File: src/rtl/drc_pkg.sv
// Shared types, constants and rectangle arithmetic for the dirty rectangle coalescer.
// Used by the controller, the datapath and the top level; depends on nothing.
package drc_pkg;

  localparam int MAX_RECTS = 32;
  localparam int IDX_W     = $clog2(MAX_RECTS);
  localparam int CNT_W     = $clog2(MAX_RECTS + 1);

  localparam int X_W = 10;
  localparam int Y_W = 9;
  localparam int W_W = 11;
  localparam int H_W = 10;

  localparam logic OP_ADD   = 1'b0;
  localparam logic OP_FLUSH = 1'b1;

  typedef struct packed {
    logic [X_W-1:0] x;
    logic [Y_W-1:0] y;
    logic [W_W-1:0] w;
    logic [H_W-1:0] h;
  } rect_t;

  localparam int RECT_W = $bits(rect_t);

  typedef enum logic [1:0] {
    RD_ZERO,
    RD_CUR,
    RD_NEXT,
    RD_TAIL
  } rd_sel_t;

  typedef struct packed {
    logic    load_item;
    logic    grow;
    logic    cnt_dec;
    logic    cnt_inc;
    logic    cnt_clr;
    logic    idx_clr;
    logic    idx_inc;
    rd_sel_t rd_sel;
    logic    wr_slot;
    logic    wr_append;
    logic    out_load;
    logic    out_last;
  } drc_cmd_t;

  typedef struct packed {
    logic touch;
    logic idx_last;
    logic cnt_zero;
    logic cnt_full;
    logic out_free;
  } drc_sts_t;

  // inclusive edges: touching counts
  function automatic logic rects_touch(input rect_t a, input rect_t b);
    logic [X_W+1:0] a_r;
    logic [X_W+1:0] b_r;
    logic [Y_W+1:0] a_b;
    logic [Y_W+1:0] b_b;
    a_r = {2'b00, a.x} + {1'b0, a.w};
    b_r = {2'b00, b.x} + {1'b0, b.w};
    a_b = {2'b00, a.y} + {1'b0, a.h};
    b_b = {2'b00, b.y} + {1'b0, b.h};
    return ({2'b00, a.x} <= b_r) && ({2'b00, b.x} <= a_r) &&
           ({2'b00, a.y} <= b_b) && ({2'b00, b.y} <= a_b);
  endfunction

  // bounding box, size saturated to the field range
  function automatic rect_t rect_grow(input rect_t acc, input rect_t o);
    logic [X_W+1:0] right;
    logic [X_W+1:0] oright;
    logic [Y_W+1:0] bottom;
    logic [Y_W+1:0] obottom;
    logic [X_W+1:0] nw;
    logic [Y_W+1:0] nh;
    rect_t          res;
    right   = {2'b00, acc.x} + {1'b0, acc.w};
    oright  = {2'b00, o.x} + {1'b0, o.w};
    bottom  = {2'b00, acc.y} + {1'b0, acc.h};
    obottom = {2'b00, o.y} + {1'b0, o.h};
    res.x   = (o.x < acc.x) ? o.x : acc.x;
    res.y   = (o.y < acc.y) ? o.y : acc.y;
    if (oright > right) right = oright;
    if (obottom > bottom) bottom = obottom;
    nw    = right - {2'b00, res.x};
    nh    = bottom - {2'b00, res.y};
    res.w = nw[X_W+1] ? {W_W{1'b1}} : nw[W_W-1:0];
    res.h = nh[Y_W+1] ? {H_W{1'b1}} : nh[H_W-1:0];
    return res;
  endfunction

endpackage

File: src/rtl/drc_ram.sv
// Generic single-write, single-read RAM with registered read data.
// Standalone; no package dependency.
module drc_ram #(
  parameter int WIDTH = 8,
  parameter int DEPTH = 16
) (
  input  logic                     clk,
  input  logic                     we,
  input  logic [$clog2(DEPTH)-1:0] waddr,
  input  logic [WIDTH-1:0]         wdata,
  input  logic [$clog2(DEPTH)-1:0] raddr,
  output logic [WIDTH-1:0]         rdata
);

  logic [WIDTH-1:0] mem [DEPTH];

  always_ff @(posedge clk) begin
    if (we) begin
      mem[waddr] <= wdata;
    end
    rdata <= mem[raddr];
  end

endmodule

File: src/rtl/drc_datapath.sv
// Datapath: rectangle table RAM, working rectangle, slot index, entry count
// and the result register. Depends on drc_pkg and drc_ram.
module drc_datapath (
  input  logic                   clk,
  input  logic                   rst_n,
  input  drc_pkg::drc_cmd_t      cmd,
  output drc_pkg::drc_sts_t      sts,
  input  logic [drc_pkg::X_W-1:0] in_rect_x,
  input  logic [drc_pkg::Y_W-1:0] in_rect_y,
  input  logic [drc_pkg::W_W-1:0] in_rect_width,
  input  logic [drc_pkg::H_W-1:0] in_rect_height,
  output logic                   out_valid,
  input  logic                   out_stall,
  output logic [drc_pkg::X_W-1:0] out_x,
  output logic [drc_pkg::Y_W-1:0] out_y,
  output logic [drc_pkg::W_W-1:0] out_width,
  output logic [drc_pkg::H_W-1:0] out_height,
  output logic                   out_last
);

  drc_pkg::rect_t                 item_r, item_nxt;
  logic [drc_pkg::IDX_W-1:0]      idx_r, idx_nxt;
  logic [drc_pkg::CNT_W-1:0]      cnt_r, cnt_nxt;
  drc_pkg::rect_t                 res_r, res_nxt;
  logic                           res_last_r, res_last_nxt;
  logic                           out_valid_r, out_valid_nxt;

  drc_pkg::rect_t                 rd_data;
  logic [drc_pkg::IDX_W-1:0]      raddr;
  logic [drc_pkg::IDX_W-1:0]      waddr;
  drc_pkg::rect_t                 wdata;
  logic                           we;
  logic [drc_pkg::CNT_W-1:0]      tail;
  logic [drc_pkg::CNT_W-1:0]      idx_ext;

  assign tail    = cnt_r - drc_pkg::CNT_W'(1);
  assign idx_ext = {{(drc_pkg::CNT_W-drc_pkg::IDX_W){1'b0}}, idx_r};

  always_comb begin
    case (cmd.rd_sel)
      drc_pkg::RD_ZERO: raddr = '0;
      drc_pkg::RD_CUR:  raddr = idx_r;
      drc_pkg::RD_NEXT: raddr = idx_r + drc_pkg::IDX_W'(1);
      drc_pkg::RD_TAIL: raddr = tail[drc_pkg::IDX_W-1:0];
      default:          raddr = '0;
    endcase
  end

  assign we    = cmd.wr_slot | cmd.wr_append;
  assign waddr = cmd.wr_append ? cnt_r[drc_pkg::IDX_W-1:0] : idx_r;
  assign wdata = cmd.wr_append ? item_r : rd_data;

  drc_ram #(
    .WIDTH(drc_pkg::RECT_W),
    .DEPTH(drc_pkg::MAX_RECTS)
  ) u_store (
    .clk  (clk),
    .we   (we),
    .waddr(waddr),
    .wdata(wdata),
    .raddr(raddr),
    .rdata(rd_data)
  );

  always_comb begin
    item_nxt      = item_r;
    idx_nxt       = idx_r;
    cnt_nxt       = cnt_r;
    res_nxt       = res_r;
    res_last_nxt  = res_last_r;
    out_valid_nxt = out_valid_r;
    if (cmd.load_item) begin
      item_nxt.x = in_rect_x;
      item_nxt.y = in_rect_y;
      item_nxt.w = in_rect_width;
      item_nxt.h = in_rect_height;
    end else if (cmd.grow) begin
      item_nxt = drc_pkg::rect_grow(item_r, rd_data);
    end
    if (cmd.idx_clr) begin
      idx_nxt = '0;
    end else if (cmd.idx_inc) begin
      idx_nxt = idx_r + drc_pkg::IDX_W'(1);
    end
    if (cmd.cnt_clr) begin
      cnt_nxt = '0;
    end else if (cmd.cnt_dec) begin
      cnt_nxt = tail;
    end else if (cmd.cnt_inc) begin
      cnt_nxt = cnt_r + drc_pkg::CNT_W'(1);
    end
    if (cmd.out_load) begin
      res_nxt       = rd_data;
      res_last_nxt  = cmd.out_last;
      out_valid_nxt = 1'b1;
    end else if (!out_stall) begin
      out_valid_nxt = 1'b0;
    end
  end

  always_ff @(posedge clk) begin
    if (!rst_n) begin
      cnt_r       <= '0;
      idx_r       <= '0;
      out_valid_r <= 1'b0;
    end else begin
      cnt_r       <= cnt_nxt;
      idx_r       <= idx_nxt;
      out_valid_r <= out_valid_nxt;
    end
    item_r     <= item_nxt;
    res_r      <= res_nxt;
    res_last_r <= res_last_nxt;
  end

  assign sts.touch    = drc_pkg::rects_touch(item_r, rd_data);
  assign sts.idx_last = (idx_ext + drc_pkg::CNT_W'(1)) == cnt_r;
  assign sts.cnt_zero = cnt_r == '0;
  assign sts.cnt_full = cnt_r == drc_pkg::CNT_W'(drc_pkg::MAX_RECTS);
  assign sts.out_free = !out_valid_r || !out_stall;

  assign out_valid  = out_valid_r;
  assign out_x      = res_r.x;
  assign out_y      = res_r.y;
  assign out_width  = res_r.w;
  assign out_height = res_r.h;
  assign out_last   = res_last_r;

endmodule

File: src/rtl/drc_ctrl.sv
// Controller state machine: sequences table scans, folds, appends and flushes.
// Depends on drc_pkg; drives the datapath by command, reads its status.
module drc_ctrl (
  input  logic              clk,
  input  logic              rst_n,
  input  logic              in_valid,
  output logic              in_stall,
  input  logic              in_op,
  input  drc_pkg::drc_sts_t sts,
  output drc_pkg::drc_cmd_t cmd
);

  typedef enum logic [2:0] {
    ST_IDLE,
    ST_SCAN,
    ST_FOLD,
    ST_APPEND,
    ST_FLUSH
  } state_t;

  state_t state_r, state_nxt;

  always_comb begin
    cmd        = '0;
    cmd.rd_sel = drc_pkg::RD_CUR;
    state_nxt  = state_r;
    case (state_r)
      ST_IDLE: begin
        cmd.rd_sel  = drc_pkg::RD_ZERO;
        cmd.idx_clr = 1'b1;
        if (in_valid) begin
          if (in_op == drc_pkg::OP_ADD) begin
            cmd.load_item = 1'b1;
            state_nxt     = sts.cnt_zero ? ST_APPEND : ST_SCAN;
          end else if (!sts.cnt_zero) begin
            state_nxt = ST_FLUSH;
          end
        end
      end
      ST_SCAN: begin
        cmd.wr_slot = 1'b1;
        if (sts.touch) begin
          cmd.grow    = 1'b1;
          cmd.cnt_dec = 1'b1;
          if (sts.idx_last) begin
            state_nxt = ST_APPEND;
          end else begin
            cmd.rd_sel = drc_pkg::RD_TAIL;
          end
        end else if (sts.idx_last) begin
          if (sts.cnt_full) begin
            cmd.idx_clr = 1'b1;
            cmd.rd_sel  = drc_pkg::RD_ZERO;
            state_nxt   = ST_FOLD;
          end else begin
            state_nxt = ST_APPEND;
          end
        end else begin
          cmd.idx_inc = 1'b1;
          cmd.rd_sel  = drc_pkg::RD_NEXT;
        end
      end
      ST_FOLD: begin
        cmd.grow = 1'b1;
        if (sts.idx_last) begin
          cmd.cnt_clr = 1'b1;
          state_nxt   = ST_APPEND;
        end else begin
          cmd.idx_inc = 1'b1;
          cmd.rd_sel  = drc_pkg::RD_NEXT;
        end
      end
      ST_APPEND: begin
        cmd.wr_append = 1'b1;
        cmd.cnt_inc   = 1'b1;
        cmd.rd_sel    = drc_pkg::RD_ZERO;
        state_nxt     = ST_IDLE;
      end
      ST_FLUSH: begin
        if (sts.out_free) begin
          cmd.out_load = 1'b1;
          cmd.out_last = sts.idx_last;
          if (sts.idx_last) begin
            cmd.cnt_clr = 1'b1;
            cmd.rd_sel  = drc_pkg::RD_ZERO;
            state_nxt   = ST_IDLE;
          end else begin
            cmd.idx_inc = 1'b1;
            cmd.rd_sel  = drc_pkg::RD_NEXT;
          end
        end
      end
      default: begin
        state_nxt = ST_IDLE;
      end
    endcase
  end

  always_ff @(posedge clk) begin
    if (!rst_n) begin
      state_r <= ST_IDLE;
    end else begin
      state_r <= state_nxt;
    end
  end

  assign in_stall = state_r != ST_IDLE;

endmodule

File: src/rtl/dirty_rectangle_coalescer.sv
// Dirty rectangle coalescer: top level joining controller and datapath.
// Depends on drc_pkg, drc_ctrl, drc_datapath (and through it drc_ram).
//
// Input channel (in_valid/in_stall): one request per item. in_op add merges the
// rectangle into the table; in_op flush drains the table in slot order.
// Result channel (out_valid/out_stall): one request per flushed rectangle,
// out_last marks the final one of a flush. An add or an empty flush gives none.
// Add sequence, n = stored entries: the item is compared with the n entries in
// turn, one entry per cycle (a merge re-compares the slot but removes one entry),
// then appended; a full table with no merge first runs a fold pass over all
// MAX_RECTS entries that merges them into the item and empties the table. The
// table RAM has a single read port, so entries are read one at a time.
// A flush sends one rectangle per cycle while out_stall is low; out_valid rises
// once the flush state has loaded the first entry into the result register.
// in_stall is high while an item is at work. A stalled result sits in the
// output register and the drain pauses; once the final rectangle is loaded a
// new item may be taken while it waits.
// Reset (rst_n low, synchronous) empties the table and clears out_valid.
module dirty_rectangle_coalescer (
  input  logic                    clk,
  input  logic                    rst_n,
  input  logic                    in_valid,
  output logic                    in_stall,
  input  logic                    in_op,
  input  logic [drc_pkg::X_W-1:0] in_rect_x,
  input  logic [drc_pkg::Y_W-1:0] in_rect_y,
  input  logic [drc_pkg::W_W-1:0] in_rect_width,
  input  logic [drc_pkg::H_W-1:0] in_rect_height,
  output logic                    out_valid,
  input  logic                    out_stall,
  output logic [drc_pkg::X_W-1:0] out_x,
  output logic [drc_pkg::Y_W-1:0] out_y,
  output logic [drc_pkg::W_W-1:0] out_width,
  output logic [drc_pkg::H_W-1:0] out_height,
  output logic                    out_last
);

  drc_pkg::drc_cmd_t cmd;
  drc_pkg::drc_sts_t sts;

  drc_ctrl u_ctrl (
    .clk     (clk),
    .rst_n   (rst_n),
    .in_valid(in_valid),
    .in_stall(in_stall),
    .in_op   (in_op),
    .sts     (sts),
    .cmd     (cmd)
  );

  drc_datapath u_dp (
    .clk           (clk),
    .rst_n         (rst_n),
    .cmd           (cmd),
    .sts           (sts),
    .in_rect_x     (in_rect_x),
    .in_rect_y     (in_rect_y),
    .in_rect_width (in_rect_width),
    .in_rect_height(in_rect_height),
    .out_valid     (out_valid),
    .out_stall     (out_stall),
    .out_x         (out_x),
    .out_y         (out_y),
    .out_width     (out_width),
    .out_height    (out_height),
    .out_last      (out_last)
  );

endmodule

File: config.mk
export PLATFORM = sky130hd
export DESIGN_NAME = dirty_rectangle_coalescer
export DESIGN_NICKNAME = d
export VERILOG_FILES = /design/src/rtl/drc_pkg.sv /design/src/rtl/drc_ram.sv /design/src/rtl/drc_datapath.sv /design/src/rtl/drc_ctrl.sv /design/src/rtl/dirty_rectangle_coalescer.sv
export SDC_FILE = /design/constraint.sdc
export NUM_CORES = 2
export LEC_CHECK = 0
export ABC_AREA = 1
export BUFFER_PORTS_ARGS = -buffer_cell sky130_fd_sc_hd__buf_2
export CORE_ASPECT_RATIO = 1.2
export CORE_MARGIN = 1
export CORE_UTILIZATION = 63
export DETAILED_ROUTE_END_ITERATION = 6
export PLACE_DENSITY = 0.77
export SLEW_MARGIN = 25
export SYNTH_ARGS = -nofsm -noshare
export SYNTH_HDL_FRONTEND = slang
export SYNTH_HIERARCHICAL = 1
export SYNTH_SLANG_ARGS = --single-unit
File: constraint.sdc
create_clock -name clk -period 12.7 [get_ports clk]
set_clock_uncertainty 0.05 [all_clocks]
set_input_delay 1.905 -clock clk [delete_from_list [all_inputs] [get_ports clk]]
set_output_delay 1.905 -clock clk [all_outputs]
set_load 0.01 [all_outputs]
==> results.cfg <==
[sta]
rsz0062_at_grt = no
worst_slew_pin_slew_ns = 1.12
hold_viol = 0
fmax_mhz = 118
report.final.slew_viol_count = 0
tns_ns = 0
finalWorstPathRequiredPeriod_ns = 8.51
fin_crit_sh = 0.670
setup_viol = 0
slew_headroom = 0.251

[cts]
cts.sinks = 1416
cts_htree_levels = 4
root_buffer = clkbuf_16
ctsLongestPathBuffers = 3
numCtsBuffers = 133
hold_buffers = 0
cts_tree = yes
cts_resized = 0
insertion_delay_ns = 0.78
clk_pin_slew_worst_paths_ns = 0.06
post-cts-setup-buffers = 0

[global_route]
antenna_found_initial = 2
grt_pass1_vias = 42200
grt_pass1_wl_mm = 257
grt_max_degree = 189
grt_overflow = 0
grt_use_total = 0.351

[critical_path]
cp_common_cell = nand2_1
regToRegSetupSlack_ns = 4.19
critPathMaxFanout = 180
end_kind = flop
arrival_ns = 9.17
critPathRequiredTime_ns = 13.36
worst_path_max_delay_cell = a2111oi_2
cp_slowest_stage_delay_ns = 1.00
timing.rr.start = u_dp/u_store/rdata[25]
path_class = reg -> reg
r2r-end = u_dp/u_store/rdata[6]
cp-start-kind = flop
ff2ff_path_depth = 30

[yosys]
ys_types = 54
synth_edf_count = 1361
syn_inst = 5749
synthesis.area_sq_um = 62300
syn_nets = 5934
yosys_most_used_dff = edfxtp_1
yosys.area.top_type_share = 0.656
synth_xor_area_frac = 0.00618
yosysSeqAreaShare = 0.673
synth_area_leaders = edfxtp_1, nand2_1, nand3_1, ha_1, dfxtp_1
syn_avg_cell_area_sq_um = 10.8
synth_top_area_cell = edfxtp_1
yosysMostFrequentCell = nand2_1
synth_top_family_by_area = simple AND/OR/NAND/NOR gates
synth_fa_ha_area_frac = 0.0288
ys_ff_latch = 1416
async_flop_share = 0
muxShareOfSynthArea = 0
synth-compound-area-share = 0.0228
ys_top_cells_by_count = nand2_1, edfxtp_1, nand3_1, inv_1, buf_2
yosys.area_share.simple = 0.233
yosys_warnings = 6

[die]
die-area_sq_um = 100000
coreArea_sq_um = 98200
die_y_um = 347
fp.dieW_um = 289
boundaryPins = 88
row_count = 126
start_util = 0.635

[layout]
area_growth_pct = 9.71
multi_input_area_sq_um = 18600
nets = 5932
drive_gt1_frac = 0.0866
regArea_sq_um = 42000
stdcell_count = 7136
n_fill_cell = 6775

[detailed_routing]
drc = 0
dr.pass1.iters = 6
drt_iter0_drc = 6196
vias = 44300
drt.antenna.violating_nets = 0
via_per_inst = 6.21
routed_wl_mm = 176
wl_per_cell_um = 24.7

[hold_path]
hold_path.class = reg -> reg
hold_path_depth = 0
worstHoldStart = u_dp/u_store/rdata[0]
whs_endpoint = u_dp/out_height[0]

[place]
dp.cells = 6892
hpwl_mm = 90.8
portBuffers = 87
gp_congestion = 0.965

[status]
status = finished, final reports clean

[job]
cap_violations = 0
==> registers in the layout, summed over array words and instances, names as in the netlist, 3 cells and up <==
name,cells
u_ctrl/state_r,3
u_dp/idx_r,5
u_dp/out_y,9
u_dp/u_store/mem,1280
u_dp/item_r,40
u_dp/cnt_r,6
u_dp/out_width,11
u_dp/out_height,10
u_dp/u_store/rdata,40
u_dp/out_x,10
==> through the flow <==
| stage | utilization | cell area, sq um | hold slack [ns] | worst slack, ns |
|---|---|---|---|---|
| 2_1_floorplan | - | 62300 | 0.384 | 7.73 |
| 3_3_place_gp | 0.651 | 63900 | 0.423 | 4.63 |
| 3_5_place_dp | 0.651 | 63900 | 0.419 | 4.58 |
| 4_1_cts | 0.695 | 68300 | 0.433 | 4.53 |
| 5_1_grt | 0.696 | 68400 | 0.440 | 3.88 |
| 6_report | 0.696 | 68400 | 0.437 | 4.19 |
==> cell usage in the layout (no fill, tap or decap), types with 73 or more instances in the layout <==
master | netlist | final
edfxtp_1 | 1361 | 1361
ha_1 | 134 | 134
o21ai_0 | 113 | 91
inv_1 | 187 | 185
nand2_1 | 2156 | 2154
a21oi_1 | 76 | 76
buf_2 | 183 | 87
clkbuf_16 | 0 | 139
nand3_1 | 1023 | 1023
buf_4 | 39 | 73
==> worst max-delay path by stage <==
stage,startpoint,endpoint,slack (ns)
2_1_floorplan,u_dp/item_r[21],u_dp/item_r[9],7.73
3_3_place_gp,u_dp/item_r[30],u_dp/u_store/rdata[7],4.63
3_5_place_dp,u_dp/item_r[30],u_dp/u_store/rdata[6],4.58
4_1_cts,u_dp/item_r[30],u_dp/u_store/rdata[6],4.53
5_1_grt,u_dp/item_r[14],u_dp/u_store/rdata[6],3.88
6_report,u_dp/u_store/rdata[25],u_dp/u_store/rdata[6],4.19
==> worst max-delay path, delay by kind of cell, from the launching register on <==
kind	cells	cell delay, ns
buffers and inverters	6	2.59
and+or+nand+nor	16	2.05
AOI/OAI and AO/OA	5	1.60
DFF	1	0.71
adders and majority gates	2	0.68
xor gates and xnor gates	1	0.35
==> cells by family (layout without fill, tap and decap cells) <==
logic type / Yosys count / after routing
simple gates: 3404 / 3404
flops: 1416 / 1416
buf+inv: 496 / 602
compound gates: 249 / 249
fa+ha+maj: 140 / 140
xor+xnor: 44 / 44
other cells: 0 / 1
==> cell type report <==
cell class,count,share of cell area
antenna,1,0.0000366
clock buffer,179,0.0532
clock inverter,64,0.0103
inverter,194,0.0110
multi-input combinational,3837,0.272
sequential,1416,0.614
tap,1280,0.0234
timing repair buffer,165,0.0158
==> metal layers <==
layer / vias to the layer above / part of all wire / global-route usage
met4: 2 / 0.061 / 0.188
met5: - / 0.000074 / 0
met3: 619 / 0.12 / 0.0789
met1: 21000 / 0.35 / 0.446
met2: 2879 / 0.47 / 0.563
li1: 19900 / - / -
Power is left out: the tool's default activity adds up to more than one toggle a clock period on the data nets, which glitch-free logic cannot reach.
